===== config.mk =====
export PLATFORM = sky130hd
export DESIGN_NAME = i2c_slave_command_buffer
export DESIGN_NICKNAME = d
export VERILOG_FILES = /design/src/rtl/core/icb_pkg.sv /design/src/rtl/core/i2c_slave_command_buffer.sv /design/src/rtl/core/icb_ctrl.sv /design/src/rtl/core/icb_datapath.sv
export SDC_FILE = /design/constraint.sdc
export NUM_CORES = 1
export LEC_CHECK = 0
export BUFFER_PORTS_ARGS = -buffer_cell sky130_fd_sc_hd__buf_2
export CORE_MARGIN = 2
export CORE_UTILIZATION = 45
export DETAILED_ROUTE_END_ITERATION = 6
export GPL_ROUTABILITY_DRIVEN = 0
export SLEW_MARGIN = 20
export SYNTH_ARGS = -nofsm -noshare
export SYNTH_HDL_FRONTEND = slang
export SYNTH_HIERARCHICAL = 1
export SYNTH_SLANG_ARGS = --single-unit

===== constraint.sdc =====
create_clock -name clk_i -period 4.7 [get_ports clk_i]
set_clock_uncertainty 0.1 [all_clocks]
set_input_delay 0.705 -clock clk_i [delete_from_list [all_inputs] [get_ports clk_i]]
set_output_delay 0.705 -clock clk_i [all_outputs]
set_load 0.01 [all_outputs]

===== src/rtl/core/icb_pkg.sv =====
// ----------------------------------------------------------------------------
// I2C slave command buffer package
// Shared types and constants for the command buffer controller and datapath.
// ----------------------------------------------------------------------------
package icb_pkg;

  typedef enum logic [2:0] {
    MODE_ADDR    = 3'd0,
    MODE_RX      = 3'd1,
    MODE_TX      = 3'd2,
    MODE_DESEL   = 3'd3,
    MODE_SERVICE = 3'd4
  } icb_mode_e;

  typedef enum logic {
    CTRL_IDLE = 1'b0,
    CTRL_EXEC = 1'b1
  } icb_state_e;

  typedef struct packed {
    logic capture;
    logic commit;
  } icb_cmd_t;

  localparam int unsigned LimitWidth  = 5;
  localparam int unsigned ChannelByte = 1;
  localparam int unsigned BusyByte    = 7;
  localparam int unsigned ReadyByte   = 8;

  localparam logic [LimitWidth-1:0] LimitReset = 5'd9;

endpackage


===== src/rtl/core/i2c_slave_command_buffer.sv =====
// ----------------------------------------------------------------------------
// I2C slave command buffer
// Event layer of an I2C slave with an auto-incrementing byte command buffer.
//
// Each input transfer carries one bus event or firmware handshake, selected
// by mode_i, and produces exactly one output transfer. Both channels use
// valid and stall: a transfer completes when valid is high and stall is low.
// An event is taken in the idle state, which issues the buffer read, and
// executed in the execute state once the output register is free, so an
// output stall can hold it there; its result is registered on execution
// and then shown with valid until taken. The block holds one event at a
// time and takes no new event until the current one has executed.
// A result that waits under output stall does not block acceptance of the
// next event, which then waits in execution until the result is taken.
// The buffer limit is written through the configuration channel, which is
// always ready. Reset clears the pointer, counters, flags and the written
// flags of the buffer, and sets the limit to nine; no clearing pass is needed.
// ----------------------------------------------------------------------------
module i2c_slave_command_buffer
  import icb_pkg::*;
#(
  parameter int unsigned BUF_DEPTH = 16
) (
  input  logic                  clk_i,
  input  logic                  rst_ni,
  input  logic                  cfg_valid_i,
  output logic                  cfg_ready_o,
  input  logic [LimitWidth-1:0] cfg_data_i,
  input  logic                  in_valid_i,
  output logic                  in_stall_o,
  input  logic [2:0]            mode_i,
  input  logic [7:0]            data_in_i,
  output logic                  out_valid_o,
  input  logic                  out_stall_i,
  output logic [7:0]            tx_data_o,
  output logic [7:0]            byte_count_o,
  output logic [31:0]           transaction_count_o,
  output logic                  got_data_o,
  output logic                  sent_data_o,
  output logic                  service_pending_o,
  output logic [3:0]            mux_channel_o,
  output logic                  mux_update_o
);

  icb_cmd_t cmd;

  assign cfg_ready_o = 1'b1;

  icb_ctrl u_ctrl (
    .clk_i       (clk_i),
    .rst_ni      (rst_ni),
    .in_valid_i  (in_valid_i),
    .in_stall_o  (in_stall_o),
    .out_valid_o (out_valid_o),
    .out_stall_i (out_stall_i),
    .cmd_o       (cmd)
  );

  icb_datapath #(
    .BUF_DEPTH (BUF_DEPTH)
  ) u_datapath (
    .clk_i               (clk_i),
    .rst_ni              (rst_ni),
    .cmd_i               (cmd),
    .cfg_we_i            (cfg_valid_i && cfg_ready_o),
    .cfg_data_i          (cfg_data_i),
    .mode_i              (mode_i),
    .data_in_i           (data_in_i),
    .tx_data_o           (tx_data_o),
    .byte_count_o        (byte_count_o),
    .transaction_count_o (transaction_count_o),
    .got_data_o          (got_data_o),
    .sent_data_o         (sent_data_o),
    .service_pending_o   (service_pending_o),
    .mux_channel_o       (mux_channel_o),
    .mux_update_o        (mux_update_o)
  );

endmodule


===== src/rtl/core/icb_ctrl.sv =====
// ----------------------------------------------------------------------------
// I2C slave command buffer controller
// Sequences one event at a time and manages the output register handshake.
// ----------------------------------------------------------------------------
module icb_ctrl
  import icb_pkg::*;
(
  input  logic     clk_i,
  input  logic     rst_ni,
  input  logic     in_valid_i,
  output logic     in_stall_o,
  output logic     out_valid_o,
  input  logic     out_stall_i,
  output icb_cmd_t cmd_o
);

  icb_state_e state_q, state_d;
  logic       out_valid_q, out_valid_d;
  logic       out_free;

  always_ff @(posedge clk_i or negedge rst_ni) begin
    if (!rst_ni) begin
      state_q     <= CTRL_IDLE;
      out_valid_q <= 1'b0;
    end else begin
      state_q     <= state_d;
      out_valid_q <= out_valid_d;
    end
  end

  always_comb begin
    out_free    = !out_valid_q || !out_stall_i;
    state_d     = state_q;
    cmd_o       = '0;
    in_stall_o  = 1'b1;
    out_valid_d = out_valid_q && out_stall_i;
    unique case (state_q)
      CTRL_IDLE: begin
        in_stall_o = 1'b0;
        if (in_valid_i) begin
          cmd_o.capture = 1'b1;
          state_d       = CTRL_EXEC;
        end
      end
      CTRL_EXEC: begin
        if (out_free) begin
          cmd_o.commit = 1'b1;
          out_valid_d  = 1'b1;
          state_d      = CTRL_IDLE;
        end
      end
      default: state_d = CTRL_IDLE;
    endcase
  end

  assign out_valid_o = out_valid_q;

endmodule


===== src/rtl/core/icb_datapath.sv =====
// ----------------------------------------------------------------------------
// I2C slave command buffer datapath
// Holds the byte buffer, pointer, counters, flags and the result register.
// ----------------------------------------------------------------------------
module icb_datapath
  import icb_pkg::*;
#(
  parameter int unsigned BUF_DEPTH = 16
) (
  input  logic                  clk_i,
  input  logic                  rst_ni,
  input  icb_cmd_t              cmd_i,
  input  logic                  cfg_we_i,
  input  logic [LimitWidth-1:0] cfg_data_i,
  input  logic [2:0]            mode_i,
  input  logic [7:0]            data_in_i,
  output logic [7:0]            tx_data_o,
  output logic [7:0]            byte_count_o,
  output logic [31:0]           transaction_count_o,
  output logic                  got_data_o,
  output logic                  sent_data_o,
  output logic                  service_pending_o,
  output logic [3:0]            mux_channel_o,
  output logic                  mux_update_o
);

  localparam int unsigned IdxWidth = $clog2(BUF_DEPTH);
  localparam int unsigned CmpWidth =
      ($clog2(BUF_DEPTH + 1) > LimitWidth) ? $clog2(BUF_DEPTH + 1) : LimitWidth;

  logic [7:0]            mem [BUF_DEPTH];
  logic [BUF_DEPTH-1:0]  written_q;
  logic [7:0]            rd_data_q;
  logic                  rd_written_q;
  logic [2:0]            mode_q;
  logic [7:0]            data_q;

  logic [LimitWidth-1:0] limit_q;
  logic [LimitWidth-1:0] ptr_q, ptr_d;
  logic [7:0]            run_cnt_q, run_cnt_d;
  logic                  rx_seen_q, rx_seen_d;
  logic                  tx_seen_q, tx_seen_d;
  logic [7:0]            lat_cnt_q, lat_cnt_d;
  logic [31:0]           txn_cnt_q, txn_cnt_d;
  logic                  lat_rx_q, lat_rx_d;
  logic                  lat_tx_q, lat_tx_d;
  logic                  pending_q, pending_d;
  logic [3:0]            chan_q, chan_d;
  logic [3:0]            chan_src_q, chan_src_d;
  logic [7:0]            busy_q, busy_d;
  logic [7:0]            ready_q, ready_d;
  logic [7:0]            tx_data_q, tx_data_d;
  logic                  upd_q, upd_d;

  logic [CmpWidth-1:0]   ptr_ext;
  logic [IdxWidth-1:0]   addr;
  logic                  in_range;
  logic                  mem_we;
  logic [7:0]            sat_cnt;

  assign ptr_ext  = CmpWidth'(ptr_q);
  assign addr     = ptr_ext[IdxWidth-1:0];
  assign in_range = (ptr_q < limit_q) && (ptr_ext < CmpWidth'(BUF_DEPTH));
  assign sat_cnt  = (run_cnt_q == 8'hFF) ? run_cnt_q : run_cnt_q + 8'd1;

  always_ff @(posedge clk_i) begin
    if (mem_we) begin
      mem[addr] <= data_q;
    end
  end

  always_ff @(posedge clk_i) begin
    if (cmd_i.capture) begin
      rd_data_q    <= mem[addr];
      rd_written_q <= written_q[addr];
      mode_q       <= mode_i;
      data_q       <= data_in_i;
    end
  end

  always_ff @(posedge clk_i) begin
    if (cmd_i.commit) begin
      tx_data_q <= tx_data_d;
    end
  end

  always_comb begin
    ptr_d      = ptr_q;
    run_cnt_d  = run_cnt_q;
    rx_seen_d  = rx_seen_q;
    tx_seen_d  = tx_seen_q;
    lat_cnt_d  = lat_cnt_q;
    txn_cnt_d  = txn_cnt_q;
    lat_rx_d   = lat_rx_q;
    lat_tx_d   = lat_tx_q;
    pending_d  = pending_q;
    chan_d     = chan_q;
    chan_src_d = chan_src_q;
    busy_d     = busy_q;
    ready_d    = ready_q;
    tx_data_d  = 8'h00;
    upd_d      = 1'b0;
    mem_we     = 1'b0;
    unique case (mode_q)
      MODE_ADDR: begin
        ptr_d     = '0;
        run_cnt_d = '0;
        rx_seen_d = 1'b0;
        tx_seen_d = 1'b0;
      end
      MODE_RX: begin
        if (in_range) begin
          mem_we = cmd_i.commit;
          ptr_d  = ptr_q + LimitWidth'(1);
          if (ptr_ext == CmpWidth'(ChannelByte)) begin
            chan_src_d = data_q[3:0];
          end
          if (ptr_ext == CmpWidth'(BusyByte)) begin
            busy_d = data_q;
          end
          if (ptr_ext == CmpWidth'(ReadyByte)) begin
            ready_d = data_q;
          end
        end
        run_cnt_d = sat_cnt;
        rx_seen_d = 1'b1;
      end
      MODE_TX: begin
        if (in_range) begin
          ptr_d = ptr_q + LimitWidth'(1);
          if (ptr_ext == CmpWidth'(BusyByte)) begin
            tx_data_d = busy_q;
          end else if (ptr_ext == CmpWidth'(ReadyByte)) begin
            tx_data_d = ready_q;
          end else begin
            tx_data_d = rd_written_q ? rd_data_q : 8'h00;
          end
        end else begin
          tx_data_d = 8'hFF;
        end
        run_cnt_d = sat_cnt;
        tx_seen_d = 1'b1;
      end
      MODE_DESEL: begin
        lat_cnt_d = run_cnt_q;
        txn_cnt_d = txn_cnt_q + 32'd1;
        lat_rx_d  = rx_seen_q;
        lat_tx_d  = tx_seen_q;
        pending_d = rx_seen_q;
        if (rx_seen_q) begin
          busy_d  = 8'd1;
          ready_d = 8'd0;
        end
      end
      MODE_SERVICE: begin
        if (pending_q) begin
          chan_d    = chan_src_q;
          upd_d     = 1'b1;
          pending_d = 1'b0;
          busy_d    = 8'd0;
          ready_d   = 8'd1;
        end
      end
      default: ;
    endcase
  end

  always_ff @(posedge clk_i or negedge rst_ni) begin
    if (!rst_ni) begin
      limit_q <= LimitReset;
    end else if (cfg_we_i) begin
      limit_q <= cfg_data_i;
    end
  end

  always_ff @(posedge clk_i or negedge rst_ni) begin
    if (!rst_ni) begin
      written_q  <= '0;
      ptr_q      <= '0;
      run_cnt_q  <= '0;
      rx_seen_q  <= 1'b0;
      tx_seen_q  <= 1'b0;
      lat_cnt_q  <= '0;
      txn_cnt_q  <= '0;
      lat_rx_q   <= 1'b0;
      lat_tx_q   <= 1'b0;
      pending_q  <= 1'b0;
      chan_q     <= '0;
      chan_src_q <= '0;
      busy_q     <= '0;
      ready_q    <= '0;
      upd_q      <= 1'b0;
    end else if (cmd_i.commit) begin
      if (mem_we) begin
        written_q[addr] <= 1'b1;
      end
      ptr_q      <= ptr_d;
      run_cnt_q  <= run_cnt_d;
      rx_seen_q  <= rx_seen_d;
      tx_seen_q  <= tx_seen_d;
      lat_cnt_q  <= lat_cnt_d;
      txn_cnt_q  <= txn_cnt_d;
      lat_rx_q   <= lat_rx_d;
      lat_tx_q   <= lat_tx_d;
      pending_q  <= pending_d;
      chan_q     <= chan_d;
      chan_src_q <= chan_src_d;
      busy_q     <= busy_d;
      ready_q    <= ready_d;
      upd_q      <= upd_d;
    end
  end

  assign tx_data_o           = tx_data_q;
  assign byte_count_o        = lat_cnt_q;
  assign transaction_count_o = txn_cnt_q;
  assign got_data_o          = lat_rx_q;
  assign sent_data_o         = lat_tx_q;
  assign service_pending_o   = pending_q;
  assign mux_channel_o       = chan_q;
  assign mux_update_o        = upd_q;

endmodule

==> reports/qor.txt <==
Status: finished clean
Global route overflow: 0
# IOs: 80
Hold WS: 0.202 ns
Syn Inst Count: 714
Row cnt: 56
Hold Crit Class: input pin to async pin
Simple-Gate Fraction of Synth Area: 0.0873
Final period utilization: 0.702
Clock Sinks: 262
Die Area: 25400 um2
Area grow syn2layout: 14.5%
Max layer used: met4
Total Routing Usage GR: 0.186
Leak: 4.84 nW
Post-DP HPWL: 15.6 mm
Crit-path slowest cell: dfrtp_1
Synthesized flop and latch total: 262
Max rail drop VDD: 0.266 mV
Syn_nets: 745
Adder-Cell Fraction of Synth Area: 0.0115
Critical R2R Capture: u_datapath/mem[12][2]
Dpl cell area: 11600 um2
Min Tclk post-route: 3.30 ns
Number of flops mapped to enable cells by yosys: 156
CP top delay family: simple AND/OR/NAND/NOR gates
Largest family of logic cells by synthesized area: multiplexers
Largest net degree at the start of global routing: 72
Initial DRT Pass Iterations: 7
Number of hold buffers added after CTS: 0
Synthesized area per cell: 15.2 um2
IO Port Bufs: 78
Critical Path AT: 3.37 ns
Synth unique cells: 61
TritonCTS buffer count: 27
Worst-path clk slew: 0.06 ns
Mean number of vias per cell: 5.61
Share of flip-flops with an asynchronous set or reset: 0.405
CP endpoint kind: register
Layout cells sized above 1: 0.248
Vias in the first global route: 6494
Least-Margin Pin Slew: 0.916 ns
Nets: 829
Number of hold violations in the final report: 0
RSZ-0062 raised after global routing: no
Final instance area: 12400 um2
WL/cell: 20.5 um
CTS root buf: clkbuf_16
Synthesized cell area: 10900 um2
Critical Path RT: 4.77 ns
Residual DRC: 0
Total vias in the final route: 6385
Final slew viol count: 0
Initial cell density of the core: 0.461
# H-tree levels: 1
Inst Count DP: 1088
Final setup TNS: 0 ns
Reg2reg setup slack: 1.40 ns
DIE WIDTH: 159 um
Drt first-iter violations: 586
Global-route wire length before repair: 37.3 mm
Met3 wire length: 1.51 mm
Final WL: 23.3 mm
Pwr per Cell Area: 459 nW/um2
Critical path's largest stage delay: 0.85 ns
CP Class: register to register
Max Fclk: 303 MHz
Fin cells: 1138
Primary FF master, synth: edfxtp_1
Crit path cell chain: ha_1 -> and2_1 -> a21oi_1 -> buf_4 -> nand3_1 -> nor2_1
Slew headroom: 0.390
CTS tree: done
Final setup viols: 0
Antenna Nets Post-Route: 0
Post CTS Setup Buffer Count: 0
R2R depth: 6
Antenna fix cells: 0
CTS Buffer Depth: 3
Xor-xnor portion of the synthesized cell area: 0.0266
Clock Latency Late Sink: 0.54 ns
Multiplexer share of the synthesized area: 0.103
Sequential cell area fraction in the yosys report: 0.676
Reg2Reg Launch Point: u_datapath/ptr_ext[3]
Yosys warns: 6
Critical Path Start Type: register
Core ar.: 23500 um2
Most frequent cells in the layout: 156 x edfxtp_1, 103 x dfrtp_1, 84 x nand2_1
Antenna violations before repair: 0
Max-capacitance violation count: 0
Met2 WL post-DR: 11.2 mm
Most common cell after layout, fill and taps aside: edfxtp_1
Met1 WL: 9.97 mm
Crit-path max FO: 22
Compound-cell area share of the yosys netlist: 0.0741
Worst path bufs/invs: 1
Cts repair resizes: 0
Die Ht: 159 um
==> layout make-up <==
class | count | area, um2
timing repair buffer | 89 | 475
inverter | 14 | 52.6
sequential | 262 | 7340
fill | 1970 | 11100
clock inverter | 12 | 125
clock buffer | 38 | 737
tap | 319 | 399
multi-input combinational | 404 | 3290
==> logic make-up after synthesis <==
family                     after synthesis
DFF                                    262
and+or+nand+nor                        189
AOI/OAI and AO/OA                      117
muxes                                   54
buffers and inverters                   48
xor gates and xnor gates                33
adders and majority gates               10
other                                    1
==> per-layer routing <==
| metal | global-route usage | vias to the layer above |
|---|---|---|
| met4 | 0.0562 | 0 |
| met1 | 0.251 | 3225 |
| li1 | - | 2885 |
| met5 | 0 | - |
| met3 | 0.0370 | 51 |
| met2 | 0.308 | 224 |
==> through the flow <==
stage	utilization	power [mW]	worst slack, ns
after floorplan	-	3.39	1.08
after global placement	0.491	3.68	1.59
after detailed placement	0.491	3.70	1.48
after CTS	0.528	5.77	1.44
after global routing	0.528	5.94	1.22
final	0.528	5.70	1.40
==> power breakdown <==
group	switching [mW]	internal, mW	total, mW	leakage (nW)
registers	0.156	2.61	2.77	2.85
logic	0.461	0.416	0.877	1.58
clock network	0.855	1.21	2.06	0.414
==> sequential cells by signal (all words and copies together) (netlist names), 4 cells and up <==
register                        cells
u_datapath/busy_q                   8
u_datapath/byte_count_o             8
u_datapath/chan_src_q               4
u_datapath/data_q                   8
u_datapath/limit_q                  5
u_datapath/mem                    128
u_datapath/mux_channel_o            4
u_datapath/ptr_ext                  5
u_datapath/rd_data_q                8
u_datapath/ready_q                  8
u_datapath/run_cnt_q                8
u_datapath/transaction_count_o     32
u_datapath/tx_data_o                8
u_datapath/written_q               16
==> worst max-delay path by stage <==
stage / startpoint / to / slack, ns / cells past startpoint
final: u_datapath/ptr_ext[3] / u_datapath/mem[12][2] / 1.40 / 6
after floorplan: out_stall_i / u_datapath/mem[0][0] / 1.08 / 6
after CTS: u_datapath/ptr_ext[3] / u_datapath/mem[12][3] / 1.44 / 6
after global placement: u_datapath/ptr_ext[3] / u_datapath/mem[5][5] / 1.59 / 7
after global routing: u_datapath/ptr_ext[3] / u_datapath/mem[7][3] / 1.22 / 7
after detailed placement: u_datapath/ptr_ext[3] / u_datapath/mem[12][2] / 1.48 / 6
==> synthesized netlist by cell type (2+ instances only) <==
cell type  number  area [um2]
xnor2_1        27         236
mux2_2          9         101
buf_4           5        37.5
a32o_1          8        80.1
a21o_1          4        30.0
nand2_1        84         315
o31ai_1         2        15.0
a21oi_1        20         100
and4_1          5        43.8
nor2b_1         3        18.8
nand4_1        11        68.8
nand2b_1        3        18.8
mux4_2         45        1010
o21bai_1        9        67.6
nor4_4          2        42.5
and2_1          6        37.5
dfstp_2         2        52.6
clkbuf_1       13        48.8
nor3_1          6        30.0
a41oi_1         2        17.5
inv_1          13        48.8
a21boi_0        2        15.0
o22ai_1         2        12.5
a31o_2          7        61.3
xor2_1          6        52.6
nor2_1         28         105
a31o_1          2        17.5
buf_6           2        22.5
and3_1         10        62.6
a211oi_1        2        15.0
dfrtp_1       104        2600
o21ai_1         3        15.0
ha_1           10         125
o2bb2ai_1       4        35.0
nor3_2          2        20.0
o21ai_0        28         140
buf_1           3        11.3
a22o_1          3        26.3
nand3_1        21         105
o211ai_1       10        75.1
edfxtp_1      156        4680
buf_2          11        55.1
Note: power is estimated with default switching activity, not from simulation.
